**src/hdl/numeric_field_validator_core_assert.svh**
```systemverilog
// Assertion macros for the numeric field validator
`ifndef NUMERIC_FIELD_VALIDATOR_CORE_ASSERT_SVH
`define NUMERIC_FIELD_VALIDATOR_CORE_ASSERT_SVH
`ifndef SYNTHESIS
`define NFV_ASSERT_IMPL(lbl, ante, cons) \
	lbl: assert property (@(posedge clk) disable iff (!arst_n) (ante) |-> (cons)) \
		else $error("nfv assertion failed");
`define NFV_ASSERT_NEXT(lbl, ante, cons) \
	lbl: assert property (@(posedge clk) disable iff (!arst_n) (ante) |=> (cons)) \
		else $error("nfv assertion failed");
`else
`define NFV_ASSERT_IMPL(lbl, ante, cons)
`define NFV_ASSERT_NEXT(lbl, ante, cons)
`endif
`endif

```
**src/hdl/nfv_pkg.sv**
```systemverilog
// Shared types and constants for the numeric field validator
`timescale 1ns / 1ps
package nfv_pkg;

	localparam int DEFAULT_VALUE_WIDTH = 32;
	localparam int MAX_VALUE_WIDTH     = 64;
	localparam int OUT_VALUE_WIDTH     = 32;
	localparam int CHAR_WIDTH          = 8;
	localparam int OUT_TDATA_WIDTH     = 40;
	localparam int PADDR_WIDTH         = 3;

	localparam logic [0:0] REG_REAL_MODE = 1'b0;

	localparam logic [7:0] CH_NUL   = 8'h00;
	localparam logic [7:0] CH_SPACE = 8'h20;
	localparam logic [7:0] CH_PLUS  = 8'h2B;
	localparam logic [7:0] CH_MINUS = 8'h2D;
	localparam logic [7:0] CH_DOT   = 8'h2E;
	localparam logic [7:0] CH_ZERO  = 8'h30;
	localparam logic [7:0] CH_NINE  = 8'h39;
	localparam logic [7:0] CH_EXP_U = 8'h45;
	localparam logic [7:0] CH_EXP_L = 8'h65;

	typedef enum logic [2:0] {
		PH_LEAD  = 3'd0,
		PH_SIGN  = 3'd1,
		PH_DOT   = 3'd2,
		PH_INT   = 3'd3,
		PH_FRAC  = 3'd4,
		PH_EXP   = 3'd5,
		PH_EXPD  = 3'd6,
		PH_TRAIL = 3'd7
	} phase_t;

	typedef struct packed {
		logic                  vld;
		logic [CHAR_WIDTH-1:0] code;
	} beat_t;

	typedef struct packed {
		logic                       ok;
		logic [OUT_VALUE_WIDTH-1:0] value;
		logic                       sat;
	} result_t;

endpackage

```
**src/hdl/nfv_in_reg.sv**
```systemverilog
// Input beat register between the slave stream and the parser
`timescale 1ns / 1ps
module nfv_in_reg (
	input  logic                          clk,
	input  logic                          arst_n,
	input  logic                          s_tvalid,
	output logic                          s_tready,
	input  logic [nfv_pkg::CHAR_WIDTH-1:0] s_tdata,
	input  logic                          advance,
	output nfv_pkg::beat_t                beat_s1
);

	logic                           vld_s1;
	logic [nfv_pkg::CHAR_WIDTH-1:0] code_s1;

	assign s_tready = !vld_s1 || advance;

	always_ff @(posedge clk or negedge arst_n) begin
		if (!arst_n) begin
			vld_s1 <= 1'b0;
		end else if (s_tready) begin
			vld_s1 <= s_tvalid;
		end
	end

	always_ff @(posedge clk) begin
		if (s_tvalid && s_tready) begin
			code_s1 <= s_tdata;
		end
	end

	assign beat_s1.vld  = vld_s1;
	assign beat_s1.code = code_s1;

endmodule

```
**src/hdl/nfv_parser.sv**
```systemverilog
// Per-character syntax state machine, value accumulator and result logic
`timescale 1ns / 1ps
module nfv_parser #(
	parameter int VALUE_WIDTH = nfv_pkg::DEFAULT_VALUE_WIDTH
) (
	input  logic                           clk,
	input  logic                           arst_n,
	input  logic                           step,
	input  logic [nfv_pkg::CHAR_WIDTH-1:0] code,
	input  logic                           real_mode,
	output nfv_pkg::result_t               result
);

	`include "numeric_field_validator_core_assert.svh"

	localparam int PW = VALUE_WIDTH + 4;
	localparam logic [VALUE_WIDTH-1:0] TOP = {1'b1, {(VALUE_WIDTH-1){1'b0}}};

	nfv_pkg::phase_t        phase_q, phase_d;
	logic                   neg_q, neg_d;
	logic [VALUE_WIDTH-1:0] acc_q, acc_d;
	logic                   ovf_q, ovf_d;
	logic                   err_q, err_d;

	logic                   is_ws, is_dig, is_exp, is_sgn, is_dot;
	logic                   dig_neg;
	logic [VALUE_WIDTH-1:0] limit;
	logic [PW-1:0]          prod;
	logic                   dig_ovf;
	logic [VALUE_WIDTH-1:0] dig_acc;
	logic                   add_dig;
	logic                   bad;

	logic [VALUE_WIDTH-1:0]             val_w;
	logic [nfv_pkg::MAX_VALUE_WIDTH-1:0] val_wide;

	assign is_ws  = (code != nfv_pkg::CH_NUL) && (code <= nfv_pkg::CH_SPACE);
	assign is_dig = (code >= nfv_pkg::CH_ZERO) && (code <= nfv_pkg::CH_NINE);
	assign is_exp = (code == nfv_pkg::CH_EXP_L) || (code == nfv_pkg::CH_EXP_U);
	assign is_sgn = (code == nfv_pkg::CH_PLUS) || (code == nfv_pkg::CH_MINUS);
	assign is_dot = real_mode && (code == nfv_pkg::CH_DOT);

	// sign only changes in the lead phase and never on a digit, so neg_q holds
	assign dig_neg = neg_q;
	assign limit   = dig_neg ? TOP : TOP - VALUE_WIDTH'(1);
	// acc*10 + d, compared against the clamp limit
	assign prod    = PW'({acc_q, 3'b000}) + PW'({acc_q, 1'b0})
	                 + PW'(code - nfv_pkg::CH_ZERO);
	assign dig_ovf = prod > PW'(limit);
	assign dig_acc = dig_ovf ? limit : prod[VALUE_WIDTH-1:0];

	always_comb begin
		phase_d = phase_q;
		neg_d   = neg_q;
		acc_d   = acc_q;
		ovf_d   = ovf_q;
		err_d   = err_q;
		add_dig = 1'b0;
		bad     = 1'b0;
		case (phase_q)
			nfv_pkg::PH_LEAD: begin
				if (is_ws) begin
					phase_d = nfv_pkg::PH_LEAD;
				end else if (is_sgn) begin
					neg_d   = (code == nfv_pkg::CH_MINUS);
					phase_d = nfv_pkg::PH_SIGN;
				end else if (is_dot) begin
					phase_d = nfv_pkg::PH_DOT;
				end else if (is_dig) begin
					add_dig = 1'b1;
					phase_d = nfv_pkg::PH_INT;
				end else begin
					bad = 1'b1;
				end
			end
			nfv_pkg::PH_SIGN: begin
				if (is_dot) begin
					phase_d = nfv_pkg::PH_DOT;
				end else if (is_dig) begin
					add_dig = 1'b1;
					phase_d = nfv_pkg::PH_INT;
				end else begin
					bad = 1'b1;
				end
			end
			nfv_pkg::PH_DOT: begin
				if (is_dig) begin
					add_dig = 1'b1;
					phase_d = nfv_pkg::PH_INT;
				end else begin
					bad = 1'b1;
				end
			end
			nfv_pkg::PH_INT: begin
				if (is_dig) begin
					add_dig = 1'b1;
				end else if (is_ws) begin
					phase_d = nfv_pkg::PH_TRAIL;
				end else if (is_dot) begin
					phase_d = nfv_pkg::PH_FRAC;
				end else if (real_mode && is_exp) begin
					phase_d = nfv_pkg::PH_EXP;
				end else begin
					bad = 1'b1;
				end
			end
			nfv_pkg::PH_FRAC: begin
				if (is_dig) begin
					phase_d = nfv_pkg::PH_FRAC;
				end else if (is_ws) begin
					phase_d = nfv_pkg::PH_TRAIL;
				end else if (real_mode && is_exp) begin
					phase_d = nfv_pkg::PH_EXP;
				end else begin
					bad = 1'b1;
				end
			end
			nfv_pkg::PH_EXP: begin
				if (is_sgn || is_dig) begin
					phase_d = nfv_pkg::PH_EXPD;
				end else if (is_ws) begin
					phase_d = nfv_pkg::PH_TRAIL;
				end else begin
					bad = 1'b1;
				end
			end
			nfv_pkg::PH_EXPD: begin
				if (is_dig) begin
					phase_d = nfv_pkg::PH_EXPD;
				end else if (is_ws) begin
					phase_d = nfv_pkg::PH_TRAIL;
				end else begin
					bad = 1'b1;
				end
			end
			nfv_pkg::PH_TRAIL: begin
				if (!is_ws) begin
					bad = 1'b1;
				end
			end
			default: begin
				bad = 1'b1;
			end
		endcase
		if (add_dig) begin
			acc_d = dig_acc;
			if (dig_ovf) begin
				ovf_d = 1'b1;
			end
		end
		if (bad) begin
			err_d = 1'b1;
		end
	end

	always_ff @(posedge clk or negedge arst_n) begin
		if (!arst_n) begin
			phase_q <= nfv_pkg::PH_LEAD;
			neg_q   <= 1'b0;
			acc_q   <= '0;
			ovf_q   <= 1'b0;
			err_q   <= 1'b0;
		end else if (step) begin
			if (code == nfv_pkg::CH_NUL) begin
				phase_q <= nfv_pkg::PH_LEAD;
				neg_q   <= 1'b0;
				acc_q   <= '0;
				ovf_q   <= 1'b0;
				err_q   <= 1'b0;
			end else if (!err_q) begin
				phase_q <= phase_d;
				neg_q   <= neg_d;
				acc_q   <= acc_d;
				ovf_q   <= ovf_d;
				err_q   <= err_d;
			end
		end
	end

	assign val_w    = neg_q ? (~acc_q + VALUE_WIDTH'(1)) : acc_q;
	assign val_wide = nfv_pkg::MAX_VALUE_WIDTH'(val_w);

	always_comb begin
		result.ok    = !err_q && (phase_q >= nfv_pkg::PH_INT);
		result.value = '0;
		result.sat   = 1'b0;
		if (result.ok && !real_mode) begin
			result.value = val_wide[nfv_pkg::OUT_VALUE_WIDTH-1:0];
			result.sat   = ovf_q;
		end
	end

	`NFV_ASSERT_IMPL(a_acc_in_range, !neg_q, acc_q <= TOP - VALUE_WIDTH'(1))
	`NFV_ASSERT_IMPL(a_ovf_clamped, ovf_q, acc_q == limit)
	`NFV_ASSERT_NEXT(a_clear_on_end, step && (code == nfv_pkg::CH_NUL),
		(phase_q == nfv_pkg::PH_LEAD) && (acc_q == '0) && !err_q && !ovf_q && !neg_q)
	`NFV_ASSERT_NEXT(a_err_freezes, step && (code != nfv_pkg::CH_NUL) && err_q,
		$stable(phase_q) && $stable(acc_q) && err_q)

endmodule

```
**src/hdl/numeric_field_validator_core.sv**
```systemverilog
// Top level of the numeric field validator: streams, config port, result register
//
// channel  | dir | beat contents
// s_axis   | in  | one character, 0 ends the field
// m_axis   | out | one result per field
// apb      | in  | register 0: real_mode
//
// One character per cycle unless an ending character waits on m_tready; a
// character enters the input register, is parsed from there and, if it ends
// the field, its result lands in the output register.
// Only ending characters wait on m_tready; other characters wait only behind one.
// Reset clears the parse state and real_mode; no clearing pass is needed.
`timescale 1ns / 1ps
module numeric_field_validator_core #(
	parameter int VALUE_WIDTH = nfv_pkg::DEFAULT_VALUE_WIDTH
) (
	input  logic                                 clk,
	input  logic                                 arst_n,
	input  logic                                 s_tvalid,
	output logic                                 s_tready,
	input  logic [nfv_pkg::CHAR_WIDTH-1:0]       s_tdata,  // [7:0] char_code
	output logic                                 m_tvalid,
	input  logic                                 m_tready,
	// [0] format_ok, [32:1] int_value, [33] value_saturated, [39:34] zero
	output logic [nfv_pkg::OUT_TDATA_WIDTH-1:0]  m_tdata,
	input  logic                                 psel,
	input  logic                                 penable,
	input  logic                                 pwrite,
	input  logic [nfv_pkg::PADDR_WIDTH-1:0]      paddr,
	input  logic [31:0]                          pwdata,
	output logic [31:0]                          prdata,
	output logic                                 pready
);

	nfv_pkg::beat_t   beat_s1;
	nfv_pkg::result_t result;
	nfv_pkg::result_t out_q;
	logic             out_vld_q;
	logic             real_mode_q;
	logic             advance;
	logic             is_end;
	logic             reg_hit;

	assign is_end  = (beat_s1.code == nfv_pkg::CH_NUL);
	assign advance = beat_s1.vld && (!is_end || !out_vld_q || m_tready);

	nfv_in_reg u_in_reg (
		.clk      (clk),
		.arst_n   (arst_n),
		.s_tvalid (s_tvalid),
		.s_tready (s_tready),
		.s_tdata  (s_tdata),
		.advance  (advance),
		.beat_s1  (beat_s1)
	);

	nfv_parser #(
		.VALUE_WIDTH (VALUE_WIDTH)
	) u_parser (
		.clk       (clk),
		.arst_n    (arst_n),
		.step      (advance),
		.code      (beat_s1.code),
		.real_mode (real_mode_q),
		.result    (result)
	);

	always_ff @(posedge clk or negedge arst_n) begin
		if (!arst_n) begin
			out_vld_q <= 1'b0;
		end else if (advance && is_end) begin
			out_vld_q <= 1'b1;
		end else if (m_tready) begin
			out_vld_q <= 1'b0;
		end
	end

	always_ff @(posedge clk) begin
		if (advance && is_end) begin
			out_q <= result;
		end
	end

	assign m_tvalid = out_vld_q;
	assign m_tdata  = {6'b000000, out_q.sat, out_q.value, out_q.ok};

	assign pready  = 1'b1;
	assign reg_hit = (paddr[2] == nfv_pkg::REG_REAL_MODE);

	always_ff @(posedge clk or negedge arst_n) begin
		if (!arst_n) begin
			real_mode_q <= 1'b0;
		end else if (psel && penable && pwrite && pready && reg_hit) begin
			real_mode_q <= pwdata[0];
		end
	end

	assign prdata = reg_hit ? {31'b0, real_mode_q} : 32'b0;

endmodule

```
**config.mk**
```make
export PLATFORM = sky130hd
export DESIGN_NAME = numeric_field_validator_core
export DESIGN_NICKNAME = d
export VERILOG_FILES = /design/src/hdl/nfv_pkg.sv /design/src/hdl/nfv_in_reg.sv /design/src/hdl/nfv_parser.sv /design/src/hdl/numeric_field_validator_core.sv
export VERILOG_INCLUDE_DIRS = /design/src /design/src/hdl
export SDC_FILE = /design/constraint.sdc
export NUM_CORES = 1
export LEC_CHECK = 0
export ABC_AREA = 1
export BUFFER_PORTS_ARGS = -buffer_cell sky130_fd_sc_hd__buf_2
export CAP_MARGIN = 40
export CORE_UTILIZATION = 50
export CTS_BUF_LIST = sky130_fd_sc_hd__clkbuf_2 sky130_fd_sc_hd__clkbuf_4 sky130_fd_sc_hd__clkbuf_8
export DETAILED_ROUTE_END_ITERATION = 8
export PLACE_DENSITY = 0.71
export REMOVE_ABC_BUFFERS = 1
export SETUP_SLACK_MARGIN = 0.02
export SLEW_MARGIN = 25
export SYNTH_ARGS = -nofsm -noshare
export SYNTH_HDL_FRONTEND = slang
export SYNTH_HIERARCHICAL = 1
export SYNTH_SLANG_ARGS = --single-unit
```
**constraint.sdc**
```tcl
create_clock -name clk -period 7.9 [get_ports clk]
set_input_delay 1.58 -clock clk [delete_from_list [all_inputs] [get_ports clk]]
set_output_delay 1.58 -clock clk [all_outputs]
set_load 0.005 [all_outputs]
```
==> results.sh <==
export IMPL_worstSkewPairLatency_ns=0.37
export IMPL_final_layout_size_suffix_gt1_share_pct=8.275
export IMPL_grt_pass1_wl_um=34340
export IMPL_status="finished clean"
export IMPL_cts_resized=0
export IMPL_finalWorstPathRequiredPeriod_ns=6.107
export IMPL_io_pin_count=125
export IMPL_die_h_um=133.8
export IMPL_drv_cap=0
export IMPL_synthSimpleGateAreaFrac_pct=29.45
export IMPL_syn_area_mm2=0.008690
export IMPL_yosys_area_top_type="edfxtp_1"
export IMPL_final_hold_violation_count=0
export IMPL_grt_overflow_total=0
export IMPL_synth_top_family_by_area="simple AND/OR/NAND/NOR gates"
export IMPL_io_buffers=53
export IMPL_drcViolationCount=0
export IMPL_n_antenna_cell=0
export IMPL_synth_edf_count=42
export IMPL_vias=7884
export IMPL_cts_tree="built"
export IMPL_antenna_found_initial=0
export IMPL_fp_row_count=47
export IMPL_switching_power_w=0.0002836
export IMPL_grt_pass1_vias=7202
export IMPL_setup_violations=0
export IMPL_clk_pin_slew_ns=0.09
export IMPL_yosys_top_cells_count="nand2_1 (296), inv_1 (182), nor2_1 (118), a21oi_1 (88), nand3_1 (77)"
export IMPL_synth_top_area_share_pct=14.51
export IMPL_synth_most_common_cell="nand2_1"
export IMPL_synth_avg_cell_area_um2=7.053
export IMPL_dp_hpwl_um=17030
export IMPL_root_buffer="clkbuf_8"
export IMPL_clockBufferDepth=2
export IMPL_gp_congestion=0.9523
export IMPL_skew_ns=0.01612
export IMPL_synthAdderAreaFrac_pct=17.65
export IMPL_ys_warn_count=6
export IMPL_p_leak_nw=5.082
export IMPL_track_usage_pct=23.93
export IMPL_dieArea_mm2=0.01791
export IMPL_fmax_ghz=0.1637
export IMPL_p_clk_share_pct=33.1
export IMPL_worstPathRequired_ns=8.19
export IMPL_crit_type="flip-flop to flip-flop"
export IMPL_totalWireLength_um=21320
export IMPL_seq_area_frac_synth_pct=26.32
export IMPL_cts_made_buffers=9
export IMPL_drtIter0Drc=439
export IMPL_avgRoutedWirePerCell_um=14.20
export IMPL_postSynthCellCount=1232
export IMPL_fin_tns_setup_ns=0
export IMPL_muxShareOfSynthArea_pct=0
export IMPL_syn_to_final_growth_pct=6.163
export IMPL_async_flop_share_pct=49.40
export IMPL_placed_cell_area_mm2=0.009024
export IMPL_switching_share_pct=30.05
export IMPL_cp_arrival_ns=6.40
export IMPL_internal_power_w=0.0006603
export IMPL_drv_slew=0
export IMPL_cp_start_kind="flip-flop"
export IMPL_postCtsSetupBuffers=0
export IMPL_drtAntennaViolNets=0
export IMPL_numClockSinks=83
export IMPL_end_kind="flip-flop"
export IMPL_holdCritPathClass="flip-flop to flip-flop"
export IMPL_grt_max_degree=59
export IMPL_synth_compound_area_share_pct=10.97
export IMPL_ir_worst_vdd_v=0.00009001
export IMPL_synth_area_leaders="edfxtp_1 (15%), nand2_1 (13%), dfrtp_1 (12%)"
export IMPL_power_per_cell_area_mw_per_mm2=102.3
export IMPL_postCtsHoldBufs=0
export IMPL_p_comb_share_pct=17.4
export IMPL_crit_fanout=33
export IMPL_max_slew_margin_rel_pct=47.40
export IMPL_p_seq_share_pct=49.5
export IMPL_stdcell_area_mm2=0.009225
export IMPL_synth_xor_area_share_pct=2.419
export IMPL_die_w_um=133.8
export IMPL_first_pass_iters=7
export IMPL_fin_crit_sh_pct=77.31
export IMPL_synth_cell_type_count=44
export IMPL_rsz0062_at_grt="no"
export IMPL_core_mm2=0.01676
export IMPL_vias_per_cell=5.252
export IMPL_htreeDepth=3
export IMPL_worst_slew_pin_transition_ns=0.7890
export IMPL_ys_flop_type="edfxtp_1"
export IMPL_start_util_pct=51.85
export IMPL_yosys_register_bits=83
export IMPL_fin_nets=1430
-- layer usage --
| metal | vias up | wire [um] | global-route usage (%) |
|---|---|---|---|
| li1 | 4043 | - | - |
| met1 | 3577 | 9218 | 29.68 |
| met2 | 217 | 10490 | 42.14 |
| met3 | 47 | 873 | 2.986 |
| met4 | 0 | 735 | 9.407 |
| met5 | - | 0 | 0 |
-- power groups by stage --
stage          sequential [W]  clock (W)  combinational (W)
2_1_floorplan        0.000473          0           0.000113
3_3_place_gp         0.000476          0           0.000159
3_5_place_dp         0.000476          0           0.000164
4_1_cts              0.000467   0.000321           0.000165
5_1_grt              0.000468   0.000334           0.000186
6_report             0.000467   0.000312           0.000165
-- placed cells by master, fill, tap and decap left out, types with 12 or more instances in the layout --
cell type / n
nand2_1: 296
inv_1: 182
nor2_1: 117
a21oi_1: 88
nand3_1: 77
ha_1: 73
buf_2: 53
o21ai_0: 47
nand4_1: 44
edfxtp_1: 42
dfrtp_1: 40
conb_1: 38
fa_1: 31
nor3_1: 24
xor2_1: 19
o21ai_1: 12
-- worst paths after layout --
path | start | endpoint | slack, ns | cells past startpoint
min | u_parser/ovf_q | u_parser/ovf_q | 0.53 | 2
max | u_in_reg/code_s1[5] | u_parser/acc_q[30] | 1.79 | 27
max reg2reg | u_in_reg/code_s1[5] | u_parser/acc_q[30] | 1.79 | 27
min in group asynchronous | arst_n | u_parser/acc_q[2] | 1.20 | 1
max in group asynchronous | arst_n | u_parser/acc_q[31] | 6.20 | 2
min reg2reg | u_parser/ovf_q | u_parser/ovf_q | 0.53 | 2
-- logic make-up after synthesis --
family / Yosys count
AOI/OAI and AO/OA: 176
adders and majority gates: 104
other: 2
xor gates and xnor gates: 24
DFF: 83
and+or+nand+nor: 589
buffers and inverters: 254
-- state kept, by name (all words and copies together) (netlist names) --
register	count
m_tdata	34
u_parser/acc_q	32
u_in_reg/code_s1	8
u_parser/phase_q	3
m_tvalid	1
real_mode_q	1
u_in_reg/vld_s1	1
u_parser/dig_neg	1
u_parser/err_q	1
u_parser/ovf_q	1
-- area by class of cell --
| type | instances | area, um^2 |
|---|---|---|
| Fill cell | 1660 | 7535 |
| Multi-Input combinational cell | 931 | 5401 |
| Sequential cell | 83 | 2288 |
| Inverter | 190 | 713.2 |
| Timing Repair Buffer | 61 | 345.3 |
| Tap cell | 220 | 275.3 |
| Clock buffer | 9 | 123.9 |
| Clock inverter | 7 | 77.57 |
-- through the flow --
| step | utilization [%] | total power (W) | hold WS (ns) | std cells | setup slack, ns |
|---|---|---|---|---|---|
| final | 55.04 | 0.0009439 | 0.5303 | 1501 | 1.793 |
| after global routing | 55.04 | 0.0009883 | 0.5592 | 1501 | 1.347 |
| after CTS | 55.04 | 0.0009529 | 0.5332 | 1501 | 1.864 |
| after detailed placement | 53.84 | 0.0006400 | 0.5202 | 1485 | 1.903 |
| after global placement | 53.68 | 0.0006351 | 0.5144 | 1484 | 2.001 |
| after floorplan | - | 0.0005865 | 0.4962 | 1204 | 1.644 |
-- critical path: stages (launching register included) --
cell      delay [ns]
edfxtp_1        0.51
ha_1            0.30
nor2_2          0.34
buf_4           0.40
fa_1            0.50
ha_1            0.37
a21oi_1         0.24
nor2_1          0.06
nor2_1          0.16
nand3_2         0.18
a21oi_1         0.19
xor2_1          0.38
inv_1           0.09
ha_1            0.30
nand2_1         0.06
inv_1           0.03
o21ai_0         0.13
a21oi_1         0.08
nor2_1          0.12
nand2_1         0.06
nand2_1         0.05
nand2_1         0.04
nand2_1         0.05
buf_4           0.36
nand3_2         0.19
nand2_2         0.47
nand3_1         0.21
nand2_1         0.12
Power figures use the tool's default switching activity.
